[src/hdl/tlfp_pkg.sv]
// ----------------------------------------------------------------------------
// tlfp_pkg
// Shared types and constants for the type-length frame parser.
// ----------------------------------------------------------------------------
package tlfp_pkg;

    localparam int unsigned LenW       = 17;
    localparam int unsigned AddrW      = 3;
    localparam int unsigned DataW      = 32;

    localparam logic [LenW-1:0] MAX_PAYLOAD_LIMIT = 17'd65536;
    localparam logic [LenW-1:0] MAX_PAYLOAD_RESET = 17'd65536;

    localparam logic [AddrW-1:0] REG_MAX_PAYLOAD = 3'd0;

    localparam logic [1:0] KIND_BYTE  = 2'd0;
    localparam logic [1:0] KIND_EMPTY = 2'd1;
    localparam logic [1:0] KIND_ERROR = 2'd2;

    typedef enum logic [5:0] {
        PH_TYPE = 6'b000001,
        PH_LEN1 = 6'b000010,
        PH_LEN2 = 6'b000100,
        PH_LEN3 = 6'b001000,
        PH_LEN4 = 6'b010000,
        PH_DATA = 6'b100000
    } t_phase;

    typedef struct packed {
        logic       valid;
        logic [1:0] kind;
        logic [7:0] msg_type;
        logic [7:0] payload_byte;
        logic       last_byte;
    } t_result;

endpackage

[src/hdl/type_length_frame_parser.sv]
// ----------------------------------------------------------------------------
// type_length_frame_parser
// Splits a byte stream into type / 4-byte length / payload frames.
//
//   channel | direction | handshake                | payload
//   --------+-----------+--------------------------+-------------------------
//   in      | input     | i_in_valid / o_in_stall  | i_rx_byte
//   out     | output    | o_out_valid / i_out_stall| kind, msg_type, byte, last
//   cfg     | APB       | psel / penable / pready  | max_payload at 0x0
//
// One byte per cycle while the output is not stalled; each byte passes the
// input register, then the result register. Dropped header bytes and faulted
// bytes give no transfer. Synchronous active-low reset clears all control
// state and restores the limit to 65536.
// An output stall holds the result; the input register keeps accepting
// until it too is full.
// ----------------------------------------------------------------------------
module type_length_frame_parser (
    input  logic                       i_clk,
    input  logic                       i_rst_n,
    input  logic                       i_in_valid,
    output logic                       o_in_stall,
    input  logic [7:0]                 i_rx_byte,
    output logic                       o_out_valid,
    input  logic                       i_out_stall,
    output logic [1:0]                 o_kind,
    output logic [7:0]                 o_msg_type,
    output logic [7:0]                 o_payload_byte,
    output logic                       o_last_byte,
    input  logic                       psel,
    input  logic                       penable,
    input  logic                       pwrite,
    input  logic [tlfp_pkg::AddrW-1:0] paddr,
    input  logic [tlfp_pkg::DataW-1:0] pwdata,
    output logic [tlfp_pkg::DataW-1:0] prdata,
    output logic                       pready
);
    import tlfp_pkg::*;

    logic            r_in_valid;
    logic [7:0]      r_in_byte;
    t_result         r_out;
    t_result         result;
    logic [LenW-1:0] limit;
    logic            out_free;
    logic            advance;
    logic            in_take;

    assign out_free    = !r_out.valid || !i_out_stall;
    assign advance     = r_in_valid && out_free;
    assign o_in_stall  = r_in_valid && !out_free;
    assign in_take     = i_in_valid && !o_in_stall;

    tlfp_cfg u_cfg (
        .i_clk   (i_clk),
        .i_rst_n (i_rst_n),
        .psel    (psel),
        .penable (penable),
        .pwrite  (pwrite),
        .paddr   (paddr),
        .pwdata  (pwdata),
        .prdata  (prdata),
        .pready  (pready),
        .o_limit (limit)
    );

    tlfp_core u_core (
        .i_clk    (i_clk),
        .i_rst_n  (i_rst_n),
        .i_step   (advance),
        .i_byte   (r_in_byte),
        .i_limit  (limit),
        .o_result (result)
    );

    always_ff @(posedge i_clk) begin
        if (!i_rst_n) begin
            r_in_valid <= 1'b0;
        end else if (in_take) begin
            r_in_valid <= 1'b1;
        end else if (advance) begin
            r_in_valid <= 1'b0;
        end
    end

    always_ff @(posedge i_clk) begin
        if (in_take) begin
            r_in_byte <= i_rx_byte;
        end
    end

    always_ff @(posedge i_clk) begin
        if (!i_rst_n) begin
            r_out <= '0;
        end else if (out_free) begin
            r_out <= result;
        end
    end

    assign o_out_valid    = r_out.valid;
    assign o_kind         = r_out.kind;
    assign o_msg_type     = r_out.msg_type;
    assign o_payload_byte = r_out.payload_byte;
    assign o_last_byte    = r_out.last_byte;
endmodule

[src/hdl/tlfp_cfg.sv]
// ----------------------------------------------------------------------------
// tlfp_cfg
// APB register file holding the payload length limit.
// ----------------------------------------------------------------------------
module tlfp_cfg (
    input  logic                       i_clk,
    input  logic                       i_rst_n,
    input  logic                       psel,
    input  logic                       penable,
    input  logic                       pwrite,
    input  logic [tlfp_pkg::AddrW-1:0] paddr,
    input  logic [tlfp_pkg::DataW-1:0] pwdata,
    output logic [tlfp_pkg::DataW-1:0] prdata,
    output logic                       pready,
    output logic [tlfp_pkg::LenW-1:0]  o_limit
);
    import tlfp_pkg::*;

    logic [LenW-1:0] r_max_payload;
    logic            sel_max;
    logic            wr_en;

    assign sel_max = (paddr[AddrW-1:2] == REG_MAX_PAYLOAD[AddrW-1:2]);
    assign wr_en   = psel && penable && pwrite && sel_max;
    assign pready  = 1'b1;

    always_ff @(posedge i_clk) begin
        if (!i_rst_n) begin
            r_max_payload <= MAX_PAYLOAD_RESET;
        end else if (wr_en) begin
            r_max_payload <= pwdata[LenW-1:0];
        end
    end

    assign prdata  = sel_max ? {{(DataW-LenW){1'b0}}, r_max_payload} : '0;
    assign o_limit = (r_max_payload > MAX_PAYLOAD_LIMIT) ? MAX_PAYLOAD_LIMIT
                                                         : r_max_payload;
endmodule

[src/hdl/tlfp_core.sv]
// ----------------------------------------------------------------------------
// tlfp_core
// Frame state and per-byte decode: header collection, payload count, fault.
// ----------------------------------------------------------------------------
module tlfp_core (
    input  logic                      i_clk,
    input  logic                      i_rst_n,
    input  logic                      i_step,
    input  logic [7:0]                i_byte,
    input  logic [tlfp_pkg::LenW-1:0] i_limit,
    output tlfp_pkg::t_result         o_result
);
    import tlfp_pkg::*;

    t_phase          r_phase, n_phase;
    logic [7:0]      r_type,  n_type;
    logic [31:0]     r_len,   n_len;
    logic [LenW-1:0] r_left,  n_left;
    logic            r_fault, n_fault;

    logic [31:0]     len_next;
    logic [LenW-1:0] left_dec;
    logic            oversize;

    assign len_next = {r_len[23:0], i_byte};
    assign left_dec = r_left - 1'b1;
    assign oversize = (len_next[31:LenW] != '0) || (len_next[LenW-1:0] > i_limit);

    always_comb begin
        n_phase  = r_phase;
        n_type   = r_type;
        n_len    = r_len;
        n_left   = r_left;
        n_fault  = r_fault;
        o_result = '{valid: 1'b0, kind: KIND_BYTE, msg_type: r_type,
                     payload_byte: 8'd0, last_byte: 1'b0};
        if (i_step && !r_fault) begin
            case (r_phase)
                PH_DATA: begin
                    n_left                = left_dec;
                    o_result.valid        = 1'b1;
                    o_result.payload_byte = i_byte;
                    if (left_dec == '0) begin
                        n_phase            = PH_TYPE;
                        o_result.last_byte = 1'b1;
                    end
                end
                PH_LEN1: begin
                    n_len   = len_next;
                    n_phase = PH_LEN2;
                end
                PH_LEN2: begin
                    n_len   = len_next;
                    n_phase = PH_LEN3;
                end
                PH_LEN3: begin
                    n_len   = len_next;
                    n_phase = PH_LEN4;
                end
                PH_LEN4: begin
                    n_len   = len_next;
                    n_phase = PH_TYPE;
                    if (oversize) begin
                        n_fault            = 1'b1;
                        o_result.valid     = 1'b1;
                        o_result.kind      = KIND_ERROR;
                        o_result.last_byte = 1'b1;
                    end else if (len_next == '0) begin
                        o_result.valid     = 1'b1;
                        o_result.kind      = KIND_EMPTY;
                        o_result.last_byte = 1'b1;
                    end else begin
                        n_left  = len_next[LenW-1:0];
                        n_phase = PH_DATA;
                    end
                end
                default: begin
                    n_type  = i_byte;
                    n_len   = '0;
                    n_phase = PH_LEN1;
                end
            endcase
        end
    end

    always_ff @(posedge i_clk) begin
        if (!i_rst_n) begin
            r_phase <= PH_TYPE;
            r_type  <= '0;
            r_len   <= '0;
            r_left  <= '0;
            r_fault <= 1'b0;
        end else begin
            r_phase <= n_phase;
            r_type  <= n_type;
            r_len   <= n_len;
            r_left  <= n_left;
            r_fault <= n_fault;
        end
    end
endmodule

[config.mk]
export PLATFORM = sky130hd
export DESIGN_NAME = type_length_frame_parser
export DESIGN_NICKNAME = d
export VERILOG_FILES = /design/src/hdl/tlfp_pkg.sv /design/src/hdl/type_length_frame_parser.sv /design/src/hdl/tlfp_cfg.sv /design/src/hdl/tlfp_core.sv
export SDC_FILE = /design/constraint.sdc
export NUM_CORES = 1
export LEC_CHECK = 0
export CAP_MARGIN = 20
export CORE_UTILIZATION = 45
export CTS_BUF_LIST = sky130_fd_sc_hd__clkbuf_8
export CTS_CLUSTER_SIZE = 28
export DETAILED_ROUTE_END_ITERATION = 8
export DONT_BUFFER_PORTS = 1
export SLEW_MARGIN = 5
export SYNTH_ARGS = -nofsm -noshare
export SYNTH_HDL_FRONTEND = slang
export SYNTH_SLANG_ARGS = --single-unit
[constraint.sdc]
create_clock -name i_clk -period 5.47 [get_ports i_clk]
set_input_delay 0 -clock i_clk [delete_from_list [all_inputs] [get_ports i_clk]]
set_output_delay 0 -clock i_clk [all_outputs]
set_load 0.02 [all_outputs]
==> flow_metrics.py <==
metrics = {
    "yosys": {
        "syn_inst": 669,
        "synth_fa_ha_area_share_pct": 4.48,
        "yosys.area_share.simple_pct": 28.8,
        "synth_compound_area_share_pct": 18.1,
        "netlist_area_mm2": 0.00530,
        "ys.flop_type": "dfxtp_1",
        "synth_warnings": 0,
        "synth_seq_cells": 102,
        "synthMuxAreaShare_pct": 1.79,
        "syn-mean-instance-area_um2": 7.93,
        "async_flop_share_pct": 0,
        "yosysUniqueCellTypes": 67,
        "synth_edf_count": 8,
        "synth_xor_area_share_pct": 0.495,
        "synth_top_family_by_area": "simple AND/OR/NAND/NOR gates",
        "seq_area_frac_synth_pct": 40.0,
    },
    "floorplan": {
        "io_pins": 104,
        "row_count": 39,
        "die_area_mm2": 0.0122,
        "die_h_um": 111,
        "initial_core_util_pct": 46.3,
        "dieWidth_um": 111,
        "coreArea_mm2": 0.0115,
    },
    "sta": {
        "timing.setup.tns_ns": 0,
        "finalHoldViolCount": 0,
        "report.final.slew_viol_count": 0,
        "period_needed_ns": 3.63,
        "rsz0062_at_grt": "false",
        "timing.final.crit_share_pct": 66.4,
        "timing_worst_slew_pin_value_ns": 0.883,
        "fmax_mhz": 275,
        "skew_ns": 0.00938,
        "setup-violations-final": 0,
        "maxSlewHeadroom_pct": 41.0,
    },
    "clock_network": {
        "cts.clk_slew.worst_paths_ns": 0.10,
        "cts_inserted_buffers": 9,
        "clk_path_buf_depth": 2,
        "postCtsHoldBufs": 29,
        "cts_resized": 0,
        "cts_setup_buffers": 0,
        "htreeDepth": 3,
        "clockRootBuffer": "clkbuf_8",
        "clk-insertion-delay-late_ns": 0.39,
        "clkSinkCount": 102,
        "tritoncts": "built",
    },
    "worst_setup_path": {
        "critical_path_class": "reg2reg",
        "crit_chain": "nor4_1 > a41o_1 > nand2_1 > ha_1 > nand4_1 > or3_1 > nor3_1 > a31oi_4 > a21o_4 > o32ai_1",
        "reg2regPathDepth": 10,
        "critical_path.max_stage_delay_ns": 0.46,
        "end_kind": "register",
        "r2r_end": "u_core.r_left[2]",
        "rrSetupSlack_ns": 1.84,
        "rr_startpoint": "u_cfg.r_max_payload[1]",
        "cp_num_buf_inv": 0,
        "crit_fanout": 15,
        "critPathSlowestCell": "nor3_1",
        "cp_data_required_time_ns": 5.76,
        "startpoint_type": "register",
        "crit_family": "simple AND/OR/NAND/NOR gates",
        "cp.arrival_ns": 3.93,
    },
    "min_path": {
        "whs_endpoint": "r_in_byte[5]",
        "hp-class": "in2reg",
        "hold_start": "i_in_valid",
        "worstHoldPathCells": 1,
    },
    "pwr": {
        "p_sw_uw": 376,
        "leakage_uw": 0.00209,
        "p_total_uw": 1400,
        "powerDensity_mw_per_mm2": 241,
        "worst_ir_drop_vdd_mv": 0.150,
        "power_frac_comb_pct": 7.6,
        "seqPwrFrac_pct": 56.2,
        "swShare_pct": 26.9,
        "clockPowerShare_pct": 36.2,
        "p_int_uw": 1020,
    },
    "global_route": {
        "antenna_found_initial": 0,
        "grt_start_max_net_pins": 46,
        "grt_pass1_vias": 4442,
        "track_usage_pct": 23.3,
        "grt-ovfl-total": 0,
        "grt_pass1_wl_um": 23000,
    },
    "final_layout": {
        "antennaDiodeCount": 0,
        "syn_to_final_growth_pct": 9.13,
        "drive_gt1_share_pct": 6.21,
        "fillers": 1080,
        "nets": 740,
    },
    "place": {
        "routabilityCongestion": 0.858,
        "io_buffers": 0,
        "dp_hpwl_um": 9360,
    },
    "run_status": {
        "outcome": "finished, final reports clean",
    },
    "route": {
        "drc_errors": 0,
        "drtAntennaViolNets": 0,
        "vias_per_cell": 5.79,
        "avgRoutedWirePerCell_um": 17.2,
        "drtIter0Drc": 421,
        "drt-total-wl_um": 14000,
        "via_count": 4746,
        "first_pass_iters": 5,
    },
    "flow_run": {
        "drv_cap": 0,
    },
}
[power groups by stage]
stage	Combinational, uW	Sequential (uW)	Clock, uW
final	107	785	506
after global routing	118	786	543
after CTS	106	784	517
after detailed placement	84.0	802	0
after global placement	81.7	802	0
after floorplan	83.7	793	0
[final cells by class]
type | count | area [um^2] | area share, %
clock buffer | 9 | 124 | 2.14
clock inverter | 7 | 81.3 | 1.41
inverter | 10 | 37.5 | 0.649
multi-input combinational | 515 | 2910 | 50.2
sequential | 102 | 2120 | 36.7
tap | 143 | 179 | 3.09
timing repair buffer | 33 | 338 | 5.84
[cell usage in the layout (no fill, tap or decap), types with 3 or more instances in the layout]
master | netlist | routed
nand2_1 | 160 | 160
o22ai_1 | 7 | 7
or3_1 | 4 | 4
a21oi_1 | 82 | 82
dlygate4sd3_1 | 0 | 28
a211oi_1 | 4 | 4
nand3_1 | 29 | 29
xnor2_1 | 3 | 3
conb_1 | 2 | 16
nor2b_1 | 20 | 20
buf_4 | 16 | 3
nor2_1 | 33 | 33
nor4_1 | 16 | 16
edfxtp_1 | 8 | 8
inv_1 | 8 | 8
o31ai_1 | 6 | 6
dfxtp_1 | 94 | 94
mux2i_1 | 8 | 8
and3_1 | 4 | 4
nor3_1 | 9 | 9
a22oi_1 | 11 | 11
clkbuf_8 | 0 | 9
o211ai_1 | 4 | 4
and2_1 | 5 | 5
ha_1 | 19 | 19
nand4_1 | 10 | 10
o32ai_1 | 4 | 4
o21ai_0 | 19 | 19
[metal layers]
metal  up-vias  routed length, um  part of all wire [%]  GRT usage, %
li1       2339                  -                     -             -
met5         -                  0                     0             0
met1      2219               6500                    46          31.3
met4         0                334                   2.4          6.93
met2       157               6510                    46          37.8
met3        31                697                   5.0          4.56
[per-stage QoR]
step / setup WS, ns / util, % / hold WS (ns) / instances / cell area (um^2)
6_report: 1.84 / 50.5 / 0.0593 / 819 / 5790
5_1_grt: 1.49 / 50.5 / 0.0626 / 819 / 5790
2_1_floorplan: 2.44 / - / 0.0781 / 683 / 5360
3_3_place_gp: 1.88 / 45.9 / 0.0801 / 773 / 5270
3_5_place_dp: 1.88 / 45.9 / 0.0802 / 773 / 5270
4_1_cts: 1.85 / 50.3 / 0.0411 / 818 / 5770
[cell families (layout without fill, tap and decap cells)]
group	Yosys count	count (layout)
fa+ha+maj	19	19
flops	102	102
simple gates	314	314
compound gates	154	154
buf+inv	66	59
mux	9	9
other cells	2	16
xor+xnor	3	3
[how the worst max path moves through the flow]
stage	from	end	slack, ns	cells after the start
floorplan	u_cfg.r_max_payload[3]	u_core.r_left[0]	2.44	11
global placement	u_cfg.r_max_payload[1]	u_core.r_left[13]	1.88	10
detailed placement	u_cfg.r_max_payload[1]	u_core.r_left[14]	1.88	10
CTS	u_cfg.r_max_payload[1]	u_core.r_left[14]	1.85	10
global route	u_cfg.r_max_payload[3]	u_core.r_left[13]	1.49	10
finish	u_cfg.r_max_payload[1]	u_core.r_left[2]	1.84	10
[flip-flops by register name (all words and copies together) (netlist names)]
| name | count |
|---|---|
| r_in_valid | 1 |
| o_msg_type | 8 |
| u_core.r_phase | 6 |
| o_last_byte | 1 |
| o_out_valid | 1 |
| r_in_byte | 8 |
| o_kind | 2 |
| u_core.r_fault | 1 |
| o_payload_byte | 8 |
| u_core.r_left | 17 |
| u_core.r_type | 8 |
| u_core.r_len | 24 |
| u_cfg.r_max_payload | 17 |
[Yosys cell counts (all sizes together) (3+ instances only)]
| library cell | n | area (um^2) |
|---|---|---|
| a22oi | 11 | 82.6 |
| nand2 | 160 | 601 |
| nand4 | 12 | 87.6 |
| o31ai | 6 | 45.0 |
| and2 | 5 | 31.3 |
| xnor2 | 3 | 26.3 |
| buf | 25 | 174 |
| dfxtp | 94 | 1880 |
| edfxtp | 8 | 240 |
| mux2i | 8 | 80.1 |
| a211oi | 4 | 30.0 |
| or3 | 4 | 25.0 |
| nand3 | 30 | 155 |
| nor2b | 20 | 125 |
| nor2 | 33 | 124 |
| o21ai | 19 | 95.1 |
| o32ai | 4 | 35.0 |
| inv | 9 | 33.8 |
| nor3b | 3 | 27.5 |
| clkbuf | 31 | 116 |
| nor4 | 17 | 121 |
| o22ai | 7 | 43.8 |
| ha | 19 | 238 |
| and3 | 4 | 25.0 |
| o211ai | 4 | 30.0 |
| a21oi | 83 | 427 |
| nor3 | 13 | 97.6 |
Note: power is estimated with default switching activity, not from simulation.
